==> src/sv/vacps_pkg.sv <==
// Shared types and constants for the view-axis closest point search.
// No dependencies; every other file of the block but vacps_checker imports this package.
package vacps_pkg;

    localparam int COORD_BITS_DEF = 12;
    localparam int INDEX_BITS_DEF = 16;
    localparam int DIR_BITS       = 8;
    localparam int CFG_ADDR_W     = 5;
    localparam int CFG_DATA_W     = 32;

    typedef enum logic [2:0] {
        REG_POS_X,
        REG_POS_Y,
        REG_POS_Z,
        REG_DIR_X,
        REG_DIR_Y,
        REG_DIR_Z
    } reg_idx_t;

    typedef enum logic [3:0] {
        ST_IDLE,
        ST_DIFF,
        ST_PROD,
        ST_SQUARE,
        ST_MUL_LO,
        ST_MUL_HI,
        ST_SUM,
        ST_CMP,
        ST_OUT
    } state_t;

    typedef struct packed {
        logic load;
        logic diff;
        logic prod;
        logic square;
        logic mul_lo;
        logic mul_hi;
        logic sum;
        logic compare;
        logic out_load;
    } dp_cmd_t;

    typedef struct packed {
        logic last;
        logic out_full;
    } dp_stat_t;

endpackage

==> src/sv/vacps_ctrl.sv <==
// Sequencer that walks one input word through the datapath steps.
// Depends on vacps_pkg for the state, command and status types.
module vacps_ctrl import vacps_pkg::*; (
    input  logic     aclk,
    input  logic     aresetn,
    input  logic     s_valid,
    output logic     s_ready,
    input  logic     m_ready,
    input  dp_stat_t stat,
    output dp_cmd_t  cmd
);

    state_t state_reg, state_next;

    always_ff @(posedge aclk) begin
        if (!aresetn) begin
            state_reg <= ST_IDLE;
        end else begin
            state_reg <= state_next;
        end
    end

    always_comb begin
        state_next = state_reg;
        cmd        = '0;
        s_ready    = 1'b0;
        case (state_reg)
            ST_IDLE: begin
                s_ready = 1'b1;
                if (s_valid) begin
                    cmd.load   = 1'b1;
                    state_next = ST_DIFF;
                end
            end
            ST_DIFF: begin
                cmd.diff   = 1'b1;
                state_next = ST_PROD;
            end
            ST_PROD: begin
                cmd.prod   = 1'b1;
                state_next = ST_SQUARE;
            end
            ST_SQUARE: begin
                cmd.square = 1'b1;
                state_next = ST_MUL_LO;
            end
            ST_MUL_LO: begin
                cmd.mul_lo = 1'b1;
                state_next = ST_MUL_HI;
            end
            ST_MUL_HI: begin
                cmd.mul_hi = 1'b1;
                state_next = ST_SUM;
            end
            ST_SUM: begin
                cmd.sum    = 1'b1;
                state_next = ST_CMP;
            end
            ST_CMP: begin
                cmd.compare = 1'b1;
                state_next  = stat.last ? ST_OUT : ST_IDLE;
            end
            ST_OUT: begin
                // Wait until the output register is free or being drained.
                if (!stat.out_full || m_ready) begin
                    cmd.out_load = 1'b1;
                    state_next   = ST_IDLE;
                end
            end
            default: state_next = ST_IDLE;
        endcase
    end

endmodule

==> config.mk <==
export PLATFORM = sky130hd
export DESIGN_NAME = vacps_ctrl
export DESIGN_NICKNAME = d
export VERILOG_FILES = /design/src/sv/vacps_pkg.sv /design/src/sv/vacps_ctrl.sv
export SDC_FILE = /design/constraint.sdc
export NUM_CORES = 1
export LEC_CHECK = 0
export BUFFER_PORTS_ARGS = -buffer_cell sky130_fd_sc_hd__buf_2
export CAP_MARGIN = 20
export CELL_PAD_IN_SITES_DETAIL_PLACEMENT = 0
export CELL_PAD_IN_SITES_GLOBAL_PLACEMENT = 1
export CORE_AREA = 2 2 39 41
export CTS_CLUSTER_DIAMETER = 60
export DETAILED_ROUTE_END_ITERATION = 12
export DIE_AREA = 0 0 41 43
export PLACE_DENSITY_LB_ADDON = 0.1
export SLEW_MARGIN = 20
export SYNTH_ARGS = -nofsm -noshare
export SYNTH_HDL_FRONTEND = slang
export SYNTH_SLANG_ARGS = --single-unit
export TNS_END_PERCENT = 1
==> constraint.sdc <==
create_clock -name aclk -period 2.9 [get_ports aclk]
set_clock_uncertainty 0.15 [all_clocks]
set_input_delay 0.58 -clock aclk [delete_from_list [all_inputs] [get_ports aclk]]
set_output_delay 0.58 -clock aclk [all_outputs]
set_load 0.01 [all_outputs]
==> flow_summary_export.csv <==
group,metric,value,unit
critical_path,regToRegEndpoint,"state_reg[0]",
route,first_iter_violations,1,
critical_path,crit_fanout,11,
power_and_ir_drop,ir_worst_vdd,0.1072,mV
clock_network,cts-root-to-sink-buffers,2,
yosys,postSynth.asyncResetShare,0,%
placement,detailed_place_hpwl,476.5,µm
yosys,synth_common_cells,"5 x nor2_1, 5 x nor3_1, 4 x dfxtp_1, 4 x nand2b_1, 3 x nand2_1",
yosys,synth_top_family_by_area,"simple AND/OR/NAND/NOR gates",
yosys,ys_types,18,
clock_network,cts_inserted_buffers,3,
route,wl,650,µm
critical_path,timing.critical_path.arrival,1.51,ns
critical_path,critPathRequiredTime,2.17,ns
grt,globalRouteOverflowTotal,0,
grt,first_global_vias,244,
clock_network,cts_post_setup_buffers_inserted,0,
yosys,ys_ff_latch,4,
yosys,synth_adder_area_share,0,%
yosys,netlist.top_cell.by_area,"dfxtp_1",
hold_path,min_delay_src,"stat[1]",
final_layout,drive_gt1_share,42.00,%
timing,worst_slew_pin_slew,0.3548,ns
timing,grt_setup_unrepaired,"false",
yosys,postSynthAreaPerCell,7.686,µm²
critical_path,startpoint,"state_reg[0]",
timing,post-route-min-period,2.237,ns
grt,grt_first_pass_wirelength,945,µm
timing,setup_violations,0,
timing,hold_viol_final,0,
yosys,netlist_instances,35,
yosys,seq_area_frac_synth,29.77,%
yosys,mappedNetlistNets,41,
yosys,synth_compound_area_share,5.116,%
critical_path,reg2reg_from,"state_reg[0]",
clock_network,cts.clk_slew.worst_paths,0.04,ns
clock_network,clkSinkCount,4,
floorplanning,fp.dieArea,0.001763,mm²
route,via_count,280,
floorplanning,core,0.001384,mm²
critical_path,setup.worst_path.end_class,"primary output",
flow_run,drv.max_cap_violation_count,0,
placement,placed_cells,63,
critical_path,timing.setup.critical_path_class,"flop to primary output",
floorplanning,fp.dieH,43,µm
yosys,synth_enable_flop_cells,0,
yosys,synth_top_flop_cell,"dfxtp_1",
critical_path,r2r.worst_path.cells,3,
timing,drv_slew,0,
floorplanning,dieWidth,41,µm
yosys,synth_top_cell_area_share,29.77,%
clock_network,htree_levels,1,
floorplanning,rows,14,
clock_network,clock_tree_from_tritoncts,"built",
critical_path,worst-r2r-setup-slack,1.42,ns
clock_network,number_of_buffers_inserted_for_hold_repair_after_clock_tree_synthesis,0,
yosys,synth.cell_area,269.0,µm²
yosys,synth.mux.area_fraction,0,%
yosys,synthTopCellsByArea,"dfxtp_1 30%, nand2b_1 9.3%, nor3_1 9.3%",
critical_path,timing.critical_path.to,"cmd[8]",
route,postRouteAntennaNets,0,
placement,gp_congestion,0.6358,
clock_network,cts_resized,0,
yosys,synth_simple_gate_area_share,49.30,%
route,wl_per_cell,9.848,µm
floorplanning,floorplan.initialDensity,19.44,%
power_and_ir_drop,power_per_cell_area,547.4,mW/mm²
final_layout,finish.net_count,58,
final_layout,num_antenna_cells,0,
placement,buffer_ports.inserted,15,
critical_path,critical_path.startpoint_type,"flop",
yosys,synth_xor_area_share,6.512,%
power_and_ir_drop,static-leakage-power,0.1763,nW
grt,gr-usage-all-layers,8.526,%
run_status,result_of_the_run,"finished, final reports clean",
final_layout,largest_register_ff_count,4,
grt,maximum_number_of_pins_on_one_net_before_global_route_repair,12,
timing,totalNegativeSetupSlack,0,ns
final_layout,flow.area_growth_from_synthesis,35.81,%
clock_network,clk_latency,0.23,ns
final_layout,final_cell_count_no_fill,66,
timing,slew-limit-headroom,76.32,%
hold_path,hold_path_class,"input pin to flop",
route,post-route-drc-count,0,
route,via_per_inst,4.242,
timing,max_fclk,0.4470,GHz
yosys,ys_warn_count,0,
clock_network,cts_root_buf,"clkbuf_4",
timing,post-route-period-util,77.15,%
grt,antenna_found_initial,0,
floorplanning,number_of_top_level_pins,16,
route,drt_pre_antenna_iters,2,
==> stage by stage <==
stage | cell area [µm²] | worst slack [ns] | power [mW] | hold WS, ns | util (%)
4_1_cts | 365.4 | 0.6487 | 0.2046 | 0.4356 | 26.40
6_report | 365.4 | 0.6627 | 0.2000 | 0.4418 | 26.40
3_3_place_gp | 342.8 | 0.9201 | 0.1312 | 0.4421 | 24.77
2_1_floorplan | 269.0 | 0.9926 | 0.1140 | 0.3565 | -
5_1_grt | 365.4 | 0.5702 | 0.2125 | 0.4507 | 26.40
3_5_place_dp | 342.8 | 0.9008 | 0.1325 | 0.4588 | 24.77
==> cells by family after synthesis <==
group / Yosys count
simple gates: 23
flops: 4
buf+inv: 4
xor+xnor: 2
compound gates: 2
==> how the worst min path moves through the flow <==
stage | endpoint | depth (start not counted)
2_1_floorplan | state_reg[0] | 2
6_report | state_reg[3] | 3
5_1_grt | state_reg[3] | 3
4_1_cts | state_reg[3] | 3
3_5_place_dp | state_reg[3] | 2
3_3_place_gp | state_reg[0] | 1
==> critical path, cell delays in order (launching register included) <==
cell and delay (ns):
dfxtp_1 0.40, or4_4 0.59, inv_2 0.06, and2_1 0.11
buf_2 0.12
==> layout make-up <==
type,instances,area (µm²)
Fill cell,159,1018
Tap cell,16,20.02
Sequential cell,4,80.08
Timing Repair Buffer,15,75.07
Inverter,1,3.754
Multi-Input combinational cell,27,163.9
Clock buffer,3,22.52
==> metal layers <==
metal	wire (µm)	track usage [%]
met5	0	0
met1	296	9.936
met2	271	11.25
met4	15	12.00
met3	66	0
==> cells in the final DEF (no fill, tap or decap) <==
cell / n
a21oi_1: 1
and2_1: 1
and4b_1: 1
buf_2: 15
clkbuf_4: 3
dfxtp_1: 4
inv_2: 1
nand2_1: 3
nand2b_1: 4
nand4b_1: 1
nor2_1: 5
nor2b_1: 1
nor3_1: 5
nor4bb_1: 1
o21ai_2: 1
or4_4: 1
xnor2_1: 1
xor2_1: 1
==> power breakdown <==
group	total, mW	internal [mW]	switching (mW)	leakage [nW]
logic	0.0559	0.0295	0.0264	0.130
clock network	0.0692	0.0463	0.0229	0.0138
registers	0.0749	0.0608	0.0140	0.0328
total	0.200	0.137	0.0633	0.176
Power figures use the tool's default switching activity.
